--- config.mk ---
export PLATFORM = sky130hd
export DESIGN_NAME = barcode_top_two_call
export DESIGN_NICKNAME = d
export VERILOG_FILES = /design/src/btc_pkg.sv /design/src/barcode_top_two_call.sv
export SDC_FILE = /design/constraint.sdc
export NUM_CORES = 1
export LEC_CHECK = 0
export BUFFER_PORTS_ARGS = -buffer_cell sky130_fd_sc_hd__buf_2
export CAP_MARGIN = 0
export CORE_ASPECT_RATIO = 0.9
export CORE_UTILIZATION = 25
export DETAILED_ROUTE_END_ITERATION = 8
export SYNTH_ARGS = -nofsm -noshare
export SYNTH_HDL_FRONTEND = slang
export SYNTH_SLANG_ARGS = --single-unit
--- constraint.sdc ---
create_clock -name i_clk -period 15 [get_ports i_clk]
set_input_delay 1.5 -clock i_clk [delete_from_list [all_inputs] [get_ports i_clk]]
set_output_delay 1.5 -clock i_clk [all_outputs]
set_load 0.005 [all_outputs]
--- src/btc_pkg.sv ---
// Shared types, constants and ranking helpers for the barcode top-two caller.
package btc_pkg;

    localparam int          NUM_BARCODES_DEF = 128;
    localparam int          SCORE_W          = 15;
    localparam int          ID_W             = 8;
    localparam int          CFG_IDX_W        = 2;
    localparam logic [7:0]  NONE_ID          = 8'd128;
    localparam logic [14:0] SCORE_MAX        = 15'd25600;

    localparam logic [CFG_IDX_W-1:0] CFG_THRESHOLD = 2'd0;
    localparam logic [CFG_IDX_W-1:0] CFG_MARGIN    = 2'd1;
    localparam logic [CFG_IDX_W-1:0] CFG_BOTH_ENDS = 2'd2;

    localparam logic [14:0] THRESHOLD_RST = 15'd19200;
    localparam logic [14:0] MARGIN_RST    = 15'd1280;

    typedef struct packed {
        logic        entry_valid;
        logic        side;
        logic [6:0]  barcode_id;
        logic [14:0] score;
        logic        last_entry;
        logic        external_present;
        logic [7:0]  external_call_id;
    } t_in;

    typedef struct packed {
        logic [7:0]  call_id;
        logic [7:0]  best_start_id;
        logic [14:0] best_start_score;
        logic [7:0]  second_start_id;
        logic [14:0] second_start_score;
        logic [7:0]  best_end_id;
        logic [14:0] best_end_score;
        logic [7:0]  second_end_id;
        logic [14:0] second_end_score;
    } t_out;

    // true if (ia, sa) ranks above (ib, sb): higher score, then lower id
    function automatic logic ranks_above(input logic [7:0] ia, input logic [14:0] sa,
                                         input logic [7:0] ib, input logic [14:0] sb);
        logic r;
        if (sa != sb) begin
            r = (sa > sb);
        end else begin
            r = (ia < ib);
        end
        return r;
    endfunction

    function automatic logic passes(input logic [14:0] best, input logic [14:0] second,
                                    input logic [14:0] thr, input logic [14:0] margin);
        logic [15:0] need;
        need = {1'b0, second} + {1'b0, margin};
        return (best >= thr) && ({1'b0, best} >= need);
    endfunction

endpackage

--- src/barcode_top_two_call.sv ---
// An accepted last_entry passes the input and snapshot registers to the result register.
// Throughput: one input per cycle unless o_in_stall; results leave via a registered stage.
// Stages: input register, slot update and snapshot, call decision into the result register.
// Reset (synchronous, active low): empties the pipeline, sets all four slots to none
// with score 0, and loads threshold 19200, margin 1280, single-ended mode.
// Top level of the barcode top-two caller.
module barcode_top_two_call #(
    parameter int NUM_BARCODES = btc_pkg::NUM_BARCODES_DEF
) (
    input  logic                           i_clk,
    input  logic                           i_rst_n,
    input  logic                           i_in_valid,
    input  btc_pkg::t_in                   i_in_data,
    output logic                           o_in_stall,
    output logic                           o_out_valid,
    output btc_pkg::t_out                  o_out_data,
    input  logic                           i_out_stall,
    input  logic                           i_cfg_we,
    input  logic [btc_pkg::CFG_IDX_W-1:0]  i_cfg_index,
    input  logic [btc_pkg::SCORE_W-1:0]    i_cfg_data
);
    import btc_pkg::*;

    localparam logic [8:0] NB = 9'(NUM_BARCODES);

    logic [14:0] r_threshold;
    logic [14:0] r_margin;
    logic        r_both_ends;

    logic        r_v1;
    t_in         r_in;
    logic        r_v2;
    logic [7:0]  r_ids [4];
    logic [14:0] r_scores [4];
    logic [7:0]  r_snap_ids [4];
    logic [14:0] r_snap_scores [4];
    logic        r_ext_present;
    logic [7:0]  r_ext_id;
    logic        r_out_v;
    t_out        r_out;

    logic        ready2, ready3, mv12, mv23, load;
    logic [14:0] s_sat;
    logic        take;
    logic [7:0]  n_ids [4];
    logic [14:0] n_scores [4];
    logic [7:0]  new_id;

    assign ready3     = !r_out_v || !i_out_stall;
    assign mv23       = r_v2 && ready3;
    assign ready2     = !r_v2 || mv23;
    assign mv12       = r_v1 && ready2;
    assign o_in_stall = r_v1 && !ready2;
    assign load       = i_in_valid && !o_in_stall;

    assign o_out_valid = r_out_v;
    assign o_out_data  = r_out;

    // configuration
    always_ff @(posedge i_clk) begin
        if (!i_rst_n) begin
            r_threshold <= THRESHOLD_RST;
            r_margin    <= MARGIN_RST;
            r_both_ends <= 1'b0;
        end else if (i_cfg_we) begin
            case (i_cfg_index)
                CFG_THRESHOLD: r_threshold <= i_cfg_data;
                CFG_MARGIN:    r_margin    <= i_cfg_data;
                CFG_BOTH_ENDS: r_both_ends <= i_cfg_data[0];
                default: ;
            endcase
        end
    end

    // input register
    always_ff @(posedge i_clk) begin
        if (!i_rst_n) begin
            r_v1 <= 1'b0;
        end else if (load) begin
            r_v1 <= 1'b1;
        end else if (mv12) begin
            r_v1 <= 1'b0;
        end
        if (load) begin
            r_in <= i_in_data;
        end
    end

    // slot update
    always_comb begin
        s_sat  = (r_in.score > SCORE_MAX) ? SCORE_MAX : r_in.score;
        take   = r_in.entry_valid && ({2'b00, r_in.barcode_id} < NB);
        new_id = {1'b0, r_in.barcode_id};
        for (int k = 0; k < 4; k++) begin
            n_ids[k]    = r_ids[k];
            n_scores[k] = r_scores[k];
        end
        for (int s = 0; s < 2; s++) begin
            if (take && (r_in.side == s[0])) begin
                if (ranks_above(new_id, s_sat, r_ids[2*s], r_scores[2*s])) begin
                    n_ids[2*s+1]    = r_ids[2*s];
                    n_scores[2*s+1] = r_scores[2*s];
                    n_ids[2*s]      = new_id;
                    n_scores[2*s]   = s_sat;
                end else if (ranks_above(new_id, s_sat, r_ids[2*s+1],
                                         r_scores[2*s+1])) begin
                    n_ids[2*s+1]    = new_id;
                    n_scores[2*s+1] = s_sat;
                end
            end
        end
    end

    always_ff @(posedge i_clk) begin
        if (!i_rst_n) begin
            r_v2 <= 1'b0;
            for (int k = 0; k < 4; k++) begin
                r_ids[k]    <= NONE_ID;
                r_scores[k] <= '0;
            end
        end else if (mv12) begin
            r_v2 <= r_in.last_entry;
            for (int k = 0; k < 4; k++) begin
                r_ids[k]    <= r_in.last_entry ? NONE_ID : n_ids[k];
                r_scores[k] <= r_in.last_entry ? 15'd0 : n_scores[k];
            end
        end else if (mv23) begin
            r_v2 <= 1'b0;
        end
        if (mv12 && r_in.last_entry) begin
            for (int k = 0; k < 4; k++) begin
                r_snap_ids[k]    <= n_ids[k];
                r_snap_scores[k] <= n_scores[k];
            end
            r_ext_present <= r_in.external_present;
            r_ext_id      <= r_in.external_call_id;
        end
    end

    // call decision
    logic [7:0]  bi, pa_id, pb_id, si;
    logic [14:0] bs, pa_sc, pb_sc, ss;
    logic        el [4];
    logic        pa_ok, pb_ok;
    logic [7:0]  call;

    always_comb begin
        if (ranks_above(r_snap_ids[2], r_snap_scores[2], r_snap_ids[0], r_snap_scores[0]))
        begin
            bi = r_snap_ids[2];
            bs = r_snap_scores[2];
        end else begin
            bi = r_snap_ids[0];
            bs = r_snap_scores[0];
        end
        for (int k = 0; k < 4; k++) begin
            el[k] = (r_snap_ids[k] != NONE_ID) && (r_snap_ids[k] != bi);
        end
        // best eligible of slots 0/1 and of slots 2/3
        if (el[1] && (!el[0] || ranks_above(r_snap_ids[1], r_snap_scores[1],
                                             r_snap_ids[0], r_snap_scores[0]))) begin
            pa_id = r_snap_ids[1];
            pa_sc = r_snap_scores[1];
        end else begin
            pa_id = r_snap_ids[0];
            pa_sc = r_snap_scores[0];
        end
        pa_ok = el[0] || el[1];
        if (el[3] && (!el[2] || ranks_above(r_snap_ids[3], r_snap_scores[3],
                                             r_snap_ids[2], r_snap_scores[2]))) begin
            pb_id = r_snap_ids[3];
            pb_sc = r_snap_scores[3];
        end else begin
            pb_id = r_snap_ids[2];
            pb_sc = r_snap_scores[2];
        end
        pb_ok = el[2] || el[3];
        if (pb_ok && (!pa_ok || ranks_above(pb_id, pb_sc, pa_id, pa_sc))) begin
            si = pb_id;
            ss = pb_sc;
        end else if (pa_ok) begin
            si = pa_id;
            ss = pa_sc;
        end else begin
            si = NONE_ID;
            ss = '0;
        end

        call = NONE_ID;
        if (r_both_ends) begin
            if (passes(r_snap_scores[0], r_snap_scores[1], r_threshold, r_margin) &&
                passes(r_snap_scores[2], r_snap_scores[3], r_threshold, r_margin) &&
                (r_snap_ids[0] == r_snap_ids[2])) begin
                call = r_snap_ids[0];
            end
        end else if (passes(bs, ss, r_threshold, r_margin)) begin
            call = bi;
        end
        if (r_ext_present && (call != r_ext_id)) begin
            call = NONE_ID;
        end
    end

    // result register
    always_ff @(posedge i_clk) begin
        if (!i_rst_n) begin
            r_out_v <= 1'b0;
        end else if (mv23) begin
            r_out_v <= 1'b1;
        end else if (!i_out_stall) begin
            r_out_v <= 1'b0;
        end
        if (mv23) begin
            r_out.call_id            <= call;
            r_out.best_start_id      <= r_snap_ids[0];
            r_out.best_start_score   <= r_snap_scores[0];
            r_out.second_start_id    <= r_snap_ids[1];
            r_out.second_start_score <= r_snap_scores[1];
            r_out.best_end_id        <= r_snap_ids[2];
            r_out.best_end_score     <= r_snap_scores[2];
            r_out.second_end_id      <= r_snap_ids[3];
            r_out.second_end_score   <= r_snap_scores[3];
        end
    end

endmodule
==> results.cfg, run 1 <==
[timing]
slew_viol_final = 0
finalSetupViolations = 0
worst_slew_margin_rel = 0.213
postLayoutSetupSlackWorst_ns = 2.06
fin_tns_setup_ns = 0
max_freq_mhz = 77.3
timing.final.crit_share = 0.862
rsz0062_at_grt = false
worst_pin_slew_ns = 1.18
hold_viol = 0
fin_worst_skew_ns = 0.0241
period_needed_ns = 12.94
hold_slack_ns = 0.416

[power]
cellPowerDensity_mw_per_mm2 = 107
irDropWorstVdd_uv = 82.6
leakagePower_nw = 10.9

[setup_path]
critPathKind = flop to flop
cp-start-kind = flop
cp_max_fo = 24
cp.required_ns = 15.35
crit_path_top_delay_cell = nor4_1
critPathMaxStageDelay_ns = 0.83
crit_arrival_ns = 13.28
crit_top_cell = ha_1
end_kind = flop

[drt]
drt-wirelength-per-cell_um = 20.9
first_pass_iters = 8
drc = 0
dr_total_vias = 17856
drt_iter0_drc = 1424
wl_um = 75500
avgViaCountPerCell = 4.93
final_antenna_net_count = 0

[place]
hpwl_um = 58500
portBuffers = 157
dp_cells = 3542
dp_slack_ns = 2.17
globalplace.congestion = 0.966

[cts]
root_buffer = clkbuf_16
tritoncts = built
cts_resized = 0
clk-insertion-delay-late_ns = 0.61
cts_hold_buf = 0
clk_pin_slew_ns = 0.06
h-tree-depth = 2
cts.path.max_buffers = 3
cts_buffers = 43
clock_sinks = 361
postCtsSetupBuffers = 0

[yosys]
synth-edff-count = 327
async_flop_share = 0
synthTopCellsByCount = edfxtp_1, ha_1, nand2_1
ys.flop_type = edfxtp_1
synth_top_area_frac = 0.422
synth.area.top_cells = edfxtp_1, ha_1, nand2_1
synth-seq-cells = 361
yosysSeqAreaShare = 0.451
syn_inst = 2215
syn_area_mm2 = 0.0233
yosysMostFrequentCell = edfxtp_1
synth_top_area_cell = edfxtp_1
ys_types = 79
yosys_warnings = 0
avgSynthCellArea_um2 = 10.5
syn_nets = 2582

[final_layout]
fin_util = 0.294
nNetsFinal = 2724
antenna_cells = 0
drive_gt1_frac = 0.129
area_growth_syn_to_layout_pct = 15.9
fin_cells = 3619

[status]
status = completed

[global_routing]
antenna_found_initial = 3
grt_pass1_vias = 17117
grt_first_pass_wirelength_um = 111000
globalRouteTotalUtil = 0.158
grt_max_degree = 61
overflow = 0

[floorplan]
die_x_um = 324
die_area_mm2 = 0.0943
core_mm2 = 0.0917
start_util = 0.254
die_y_um = 291
fp-row-count = 105
io_pins = 158

[job]
maxCapViolCount = 0

[hold_path]
hp-class = flop to flop
stage by stage:
step | power (mW) | instance area, um2
floorplan | 1.59 | 23300
global placement | 1.77 | 25500
detailed placement | 1.77 | 25500
CTS | 2.92 | 27000
global route | 3.02 | 27000
finish | 2.89 | 27000
metal layers:
layer	vias to the layer above	track usage	share of wire
li1	8498	-	-
met1	8689	0.226	0.47
met2	571	0.245	0.45
met3	98	0.0226	0.063
met5	-	0	0
met4	0	0.0429	0.025
final timing paths:
kind	from	to	slack, ns	depth (start not counted)
setup / recovery	r_snap_scores[0][12]	o_out_data[99]	2.06	45
hold / removal	r_in[7]	r_ext_id[7]	0.42	0
setup reg to reg	r_snap_scores[0][12]	o_out_data[99]	2.06	45
hold reg to reg	r_in[7]	r_ext_id[7]	0.42	0
cell families after synthesis:
logic type,after synthesis,share of synthesized area
and+or+nand+nor,614,0.128
xor gates and xnor gates,68,0.0256
adders and majority gates,311,0.168
DFF,361,0.451
buffers and inverters,258,0.0424
muxes,82,0.0381
AOI/OAI and AO/OA,521,0.146
registers in the layout (all words and copies together) (netlist names), 15 cells and up:
register / cells
o_out_data: 100
r_ids: 32
r_in: 26
r_margin: 15
r_scores: 60
r_snap_ids: 32
r_snap_scores: 60
r_threshold: 15
report_power, final:
group / switching [mW] / total [mW] / internal [mW]
Clock: 0.469 / 1.13 / 0.662
Sequential: 0.0538 / 1.20 / 1.15
Combinational: 0.336 / 0.557 / 0.221
worst max-delay path: cells and delay by family, from the launching register on:
family	cells	cell delay (ns)
AND/OR/NAND/NOR	13	3.88
multiplexers	3	0.95
flip-flops	1	0.51
adder cells (fa/ha/maj)	5	1.62
buffers and inverters	3	0.44
AO/OA/AOI/OAI	20	5.09
XOR/XNOR	1	0.14
cells in the final DEF, fill, tap and decap left out, types with 6 or more instances in the layout:
| master | instances |
|---|---|
| edfxtp_1 | 327 |
| ha_1 | 308 |
| nand2_1 | 251 |
| inv_1 | 177 |
| buf_2 | 157 |
| a21oi_1 | 138 |
| o21ai_0 | 88 |
| nor2_1 | 79 |
| a21o_1 | 59 |
| nand3_1 | 50 |
| and2_1 | 49 |
| clkbuf_16 | 45 |
| mux2_2 | 44 |
| xnor2_1 | 39 |
| o21a_1 | 37 |
| nand4_1 | 36 |
| dfxtp_1 | 34 |
| nor2b_1 | 30 |
| mux2i_1 | 30 |
| a22oi_1 | 29 |
| xor2_1 | 29 |
| a21boi_0 | 26 |
| nand2b_1 | 24 |
| nor4_1 | 22 |
| a211oi_1 | 22 |
| nor3_1 | 21 |
| a31oi_1 | 20 |
| buf_4 | 20 |
| o211ai_1 | 16 |
| o22ai_1 | 14 |
| or3_1 | 9 |
| mux2_1 | 8 |
| a211o_1 | 6 |
| or4_1 | 6 |
| o2111ai_1 | 6 |
| clkinv_1 | 6 |
| bufinv_16 | 6 |
| clkbuf_1 | 6 |
cell type report:
cell class / count / area (um2)
Fill cell: 9576 / 64700
Multi-Input combinational cell: 1596 / 11800
Clock buffer: 52 / 1160
Timing Repair Buffer: 177 / 936
Inverter: 178 / 671
Tap cell: 1230 / 1540
Clock inverter: 25 / 327
Sequential cell: 361 / 10500
Note: power is estimated with default switching activity, not from simulation.
==> inputs of run 2 (changes only) <==
CORE_MARGIN = 2   (was default)
==> run 2 against run 1 <==
  * Global-route usage shrank 0.24 points
  * Clock power barely moved
  * Clock-buffer cell count shrank 4
  * Flip-flop and latch count unchanged
  * Critical path depth is 2 higher
  * Combinational power barely moved
  * Maximum frequency is 1.6% lower
  * Non-clock buffer count rose by 4
  * Setup slack worse by 0.22 ns
  * Critical endpoint unchanged
==> results.cfg, run 2 (synthesis gave the netlist of run 1 again) <==
[setup_path]
r2r_slack_ns = 1.85
crit_path_top_delay_cell = nor4_1
cp.required_ns = 15.34
critPathKind = flop to flop
cp_max_fo = 38
worstRegToRegCells = 47
crit_top_cell = ha_1
end_kind = flop
critPathMaxStageDelay_ns = 0.81
regToRegEndpoint = o_out_data[99]
r2r_start = r_snap_scores[2][14]
cp-endpoint = o_out_data[99]
crit_arrival_ns = 13.49
startpoint = r_snap_scores[2][14]
cp-start-kind = flop

[hold_path]
whs_path_depth = 0
hp-class = flop to flop

[floorplan]
die_y_um = 293
die_x_um = 326
core_mm2 = 0.0926
start_util = 0.251
fp-row-count = 106
die_area_mm2 = 0.0955
io_pins = 158

[cts]
cts_buffers = 43
tritoncts = built
clk_pin_slew_ns = 0.06
cts_resized = 0
h-tree-depth = 2
postCtsSetupBuffers = 0
root_buffer = clkbuf_16
cts.path.max_buffers = 3
clock_sinks = 361
cts_hold_buf = 0
clk-insertion-delay-late_ns = 0.60

[final_layout]
design_area_mm2 = 0.0270
final_common_cell = edfxtp_1
largest_reg_flops = 100
fin_cells = 3637
nNetsFinal = 2728
fin_util = 0.292
antenna_cells = 0
drive_gt1_frac = 0.132
area_growth_syn_to_layout_pct = 16.1
layout_common_cells = edfxtp_1, ha_1, nand2_1

[timing]
rsz0062_at_grt = false
hold_viol = 0
hold_slack_ns = 0.421
period_needed_ns = 13.15
slew_viol_final = 0
finalSetupViolations = 0
timing.final.crit_share = 0.877
fin_worst_skew_ns = 0.0220
postLayoutSetupSlackWorst_ns = 1.85
worst_slew_margin_rel = 0.269
fin_tns_setup_ns = 0
worst_pin_slew_ns = 1.10
max_freq_mhz = 76.0

[drt]
wl_um = 75700
drt-wirelength-per-cell_um = 20.8
first_pass_iters = 5
final_antenna_net_count = 0
drt_iter0_drc = 1470
dr_total_vias = 17731
drc = 0
avgViaCountPerCell = 4.88

[power]
p_int_mw = 2.04
cellPowerDensity_mw_per_mm2 = 107
p_total_mw = 2.90
leakagePower_nw = 10.9
irDropWorstVdd_uv = 80.8
power_frac_seq = 0.415
power_frac_clock = 0.391
p_sw_uw = 853
p_comb_frac = 0.193
p_sw_frac = 0.294

[status]
status = completed

[place]
place_area_mm2 = 0.0255
globalplace.congestion = 0.938
portBuffers = 157
dp_slack_ns = 2.02
hpwl_um = 59200
dp_cells = 3558

[global_routing]
globalRouteTotalUtil = 0.155
grt_max_degree = 71
antenna_found_initial = 5
grt_first_pass_wirelength_um = 111000
overflow = 0
grt_pass1_vias = 17203

[job]
maxCapViolCount = 0
## run 2: changes by cell type in the layout (fill, tap and decap cells not counted), moves of 2 or more
cell       change
buf_4          +4
clkinv_2       +4
clkinv_4       -2
inv_6          +3
bufinv_16      +2
clkbuf_16      -2
## run 2: layout make-up
cell class	count	area, um2
clock buffers	48	1090
clock inverters	31	404
fillers	9707	65600
inverters	178	671
multi-input cells	1596	11800
flip-flops and latches	361	10500
well taps	1242	1550
repair buffers	181	966
## run 2: critical path: cells and delay by family, from the launching register on
family                     cells  cell delay, ns
AOI/OAI and AO/OA             23            5.71
xor gates and xnor gates       1            0.14
adders and majority gates      5            1.64
buffers and inverters          3            0.65
DFF                            1            0.52
muxes                          3            0.91
and+or+nand+nor               12            3.30
## run 2: worst min path at each step
| stage | startpoint | endpoint |
|---|---|---|
| 2_1_floorplan | r_in[0] | r_ext_id[0] |
| 3_3_place_gp | r_in[7] | r_ext_id[7] |
| 3_5_place_dp | r_in[1] | r_ext_id[1] |
| 4_1_cts | r_in[7] | r_ext_id[7] |
| 5_1_grt | r_in[7] | r_ext_id[7] |
| 6_report | r_in[7] | r_ext_id[7] |
## run 2: routing by layer
layer,vias up,share of wire,track usage
li1,8494,-,-
met1,8629,0.47,0.221
met2,525,0.44,0.243
met3,79,0.068,0.0285
met4,4,0.019,0.0354
met5,-,0.00045,0
## run 2: power groups by stage
stage | Clock (mW) | Sequential [mW] | Combinational, mW
after floorplan | 0 | 1.20 | 0.393
after global placement | 0 | 1.22 | 0.551
after detailed placement | 0 | 1.22 | 0.554
after CTS | 1.16 | 1.20 | 0.558
after global routing | 1.21 | 1.21 | 0.626
final | 1.13 | 1.20 | 0.559
==> inputs of run 3 (changes only) <==
ABC_CLOCK_PERIOD_IN_PS = 15000   (was default)
MAX_ROUTING_LAYER = met4   (was default)
PLACE_DENSITY_LB_ADDON = 0.1   (was default)
==> run 3 against run 2 <==
  * Non-clock buffer count up 5
  * Final cell count increased by 0.33%
  * Combinational power grew 3%
  * Clock skew is 0.017 ns higher
  * Hold slack is essentially flat
  * Sequential power is essentially flat
==> results.cfg, run 3 (synthesis gave the netlist of run 1 again) <==
[global_routing]
antenna_found_initial = 3
grt_max_degree = 67
met2_usage = 0.276
grt_pass1_vias = 18066
globalRouteTotalUtil = 0.179
overflow = 0
met3_usage = 0.0215
gr-usage-met1 = 0.246
grt_first_pass_wirelength_um = 122000
top_usage_layer = met2

[setup_path]
regToRegEndpoint = o_out_data[99]
critPathMaxStageDelay_ns = 1.18
critPathTopFamily = compound AO/OA/AOI/OAI gates
critPathKind = flop to flop
crit_arrival_ns = 13.92
crit_path_top_delay_cell = nor4_1
r2r_start = r_snap_scores[0][14]
cp-start-kind = flop
crit_top_cell = ha_1
cp.required_ns = 15.35
worstRegToRegCells = 48
end_kind = flop
r2r_slack_ns = 1.42
crit_buf_inv = 4
cp_max_fo = 24

[floorplan]
start_util = 0.251
die_x_um = 326
die_area_mm2 = 0.0955
die_y_um = 293
io_pins = 158
fp-row-count = 106
core_mm2 = 0.0926

[hold_path]
whs_endpoint = r_ext_id[2]
hp-start = r_in[2]
whs_path_depth = 0
hp-class = flop to flop

[timing]
timing.final.crit_share = 0.905
fin_worst_skew_ns = 0.0389
postLayoutSetupSlackWorst_ns = 1.42
hold_viol = 0
rsz0062_at_grt = false
slew_viol_final = 0
period_needed_ns = 13.58
worst_slew_margin_rel = 0.0743
worst_pin_slew_ns = 1.38
finalSetupViolations = 0
fin_tns_setup_ns = 0
max_freq_mhz = 73.7

[cts]
root_buffer = clkbuf_16
clk-insertion-delay-late_ns = 0.62
h-tree-depth = 2
tritoncts = built
clock_sinks = 361
cts_buffers = 47
cts.path.max_buffers = 3
postCtsSetupBuffers = 0
cts_resized = 0
clk_pin_slew_ns = 0.06
cts_hold_buf = 0

[place]
hpwl_um = 65500
portBuffers = 157
dp_slack_ns = 1.62
globalplace.congestion = 0.860
dp_cells = 3563
place_area_mm2 = 0.0256

[drt]
dr_total_vias = 17610
final_antenna_net_count = 0
first_pass_iters = 5
drt_iter0_drc = 1178
wl_um = 84100
drc = 0
avgViaCountPerCell = 4.83
drt-wirelength-per-cell_um = 23.1

[final_layout]
final_common_cell = edfxtp_1
antenna_cells = 0
design_area_mm2 = 0.0273
drive_gt1_frac = 0.138
largest_reg_flops = 100
nNetsFinal = 2737
fin_cells = 3649
layout_common_cells = edfxtp_1, ha_1, nand2_1
area_growth_syn_to_layout_pct = 17.2

[power]
cellPowerDensity_mw_per_mm2 = 111
leakagePower_nw = 11.0
irDropWorstVdd_uv = 94.3
p_total_mw = 3.02

[status]
status = completed

[job]
maxCapViolCount = 0
-- run 3: cell count changes in the layout (fill, tap and decap cells not counted), moves of 2 or more --
cell,before,now
buf_4,24,29
clkbuf_16,43,47
clkinv_2,6,10
clkbuf_1,5,2
clkinv_16,0,2
-- run 3: per-stage QoR --
stage,hold slack (ns),util
floorplan,0.400,-
detailed placement,0.413,0.276
CTS,0.421,0.294
global placement,0.412,0.276
global route,0.433,0.294
finish,0.421,0.294
-- run 3: how the worst max path moves through the flow --
| stage | cells past startpoint | endpoint | from | slack, ns |
|---|---|---|---|---|
| global route | 48 | o_out_data[99] | r_snap_scores[0][14] | 0.67 |
| floorplan | 51 | o_out_data[99] | r_snap_ids[0][6] | 4.54 |
| finish | 48 | o_out_data[99] | r_snap_scores[0][14] | 1.42 |
| CTS | 48 | o_out_data[99] | r_snap_scores[0][14] | 1.57 |
| global placement | 47 | o_out_data[99] | r_snap_scores[2][14] | 1.87 |
| detailed placement | 48 | o_out_data[99] | r_snap_scores[0][14] | 1.62 |
-- run 3: worst register-to-register path, delay by kind of cell, from the launching register on --
kind                     cells  cell delay (ns)
buffers and inverters        4             0.59
AND/OR/NAND/NOR             12             3.89
multiplexers                 3             1.03
XOR/XNOR                     1             0.14
adder cells (fa/ha/maj)      5             1.62
AO/OA/AOI/OAI               23             5.56
flip-flops                   1             0.49
-- run 3: routing by layer --
| layer | part of all wire | routed length, um |
|---|---|---|
| met5 | 0 | 0 |
| met4 | 0.026 | 2190 |
| met3 | 0.041 | 3440 |
| met2 | 0.45 | 37500 |
| met1 | 0.49 | 41000 |
-- run 3: layout make-up --
class,instances,area [um2]
Fill cell,9688,65300
Multi-Input combinational cell,1596,11800
Sequential cell,361,10500
Tap cell,1242,1550
Clock buffer,50,1200
Timing Repair Buffer,186,1000
Inverter,178,671
Clock inverter,36,490
-- run 3: power by group --
| group | switching (mW) | total (mW) | internal, mW | leakage [nW] |
|---|---|---|---|---|
| Clock | 0.494 | 1.24 | 0.743 | 0.820 |
| Sequential | 0.0533 | 1.20 | 1.15 | 3.43 |
| Combinational | 0.353 | 0.577 | 0.225 | 6.75 |
| Total | 0.901 | 3.02 | 2.12 | 11.0 |
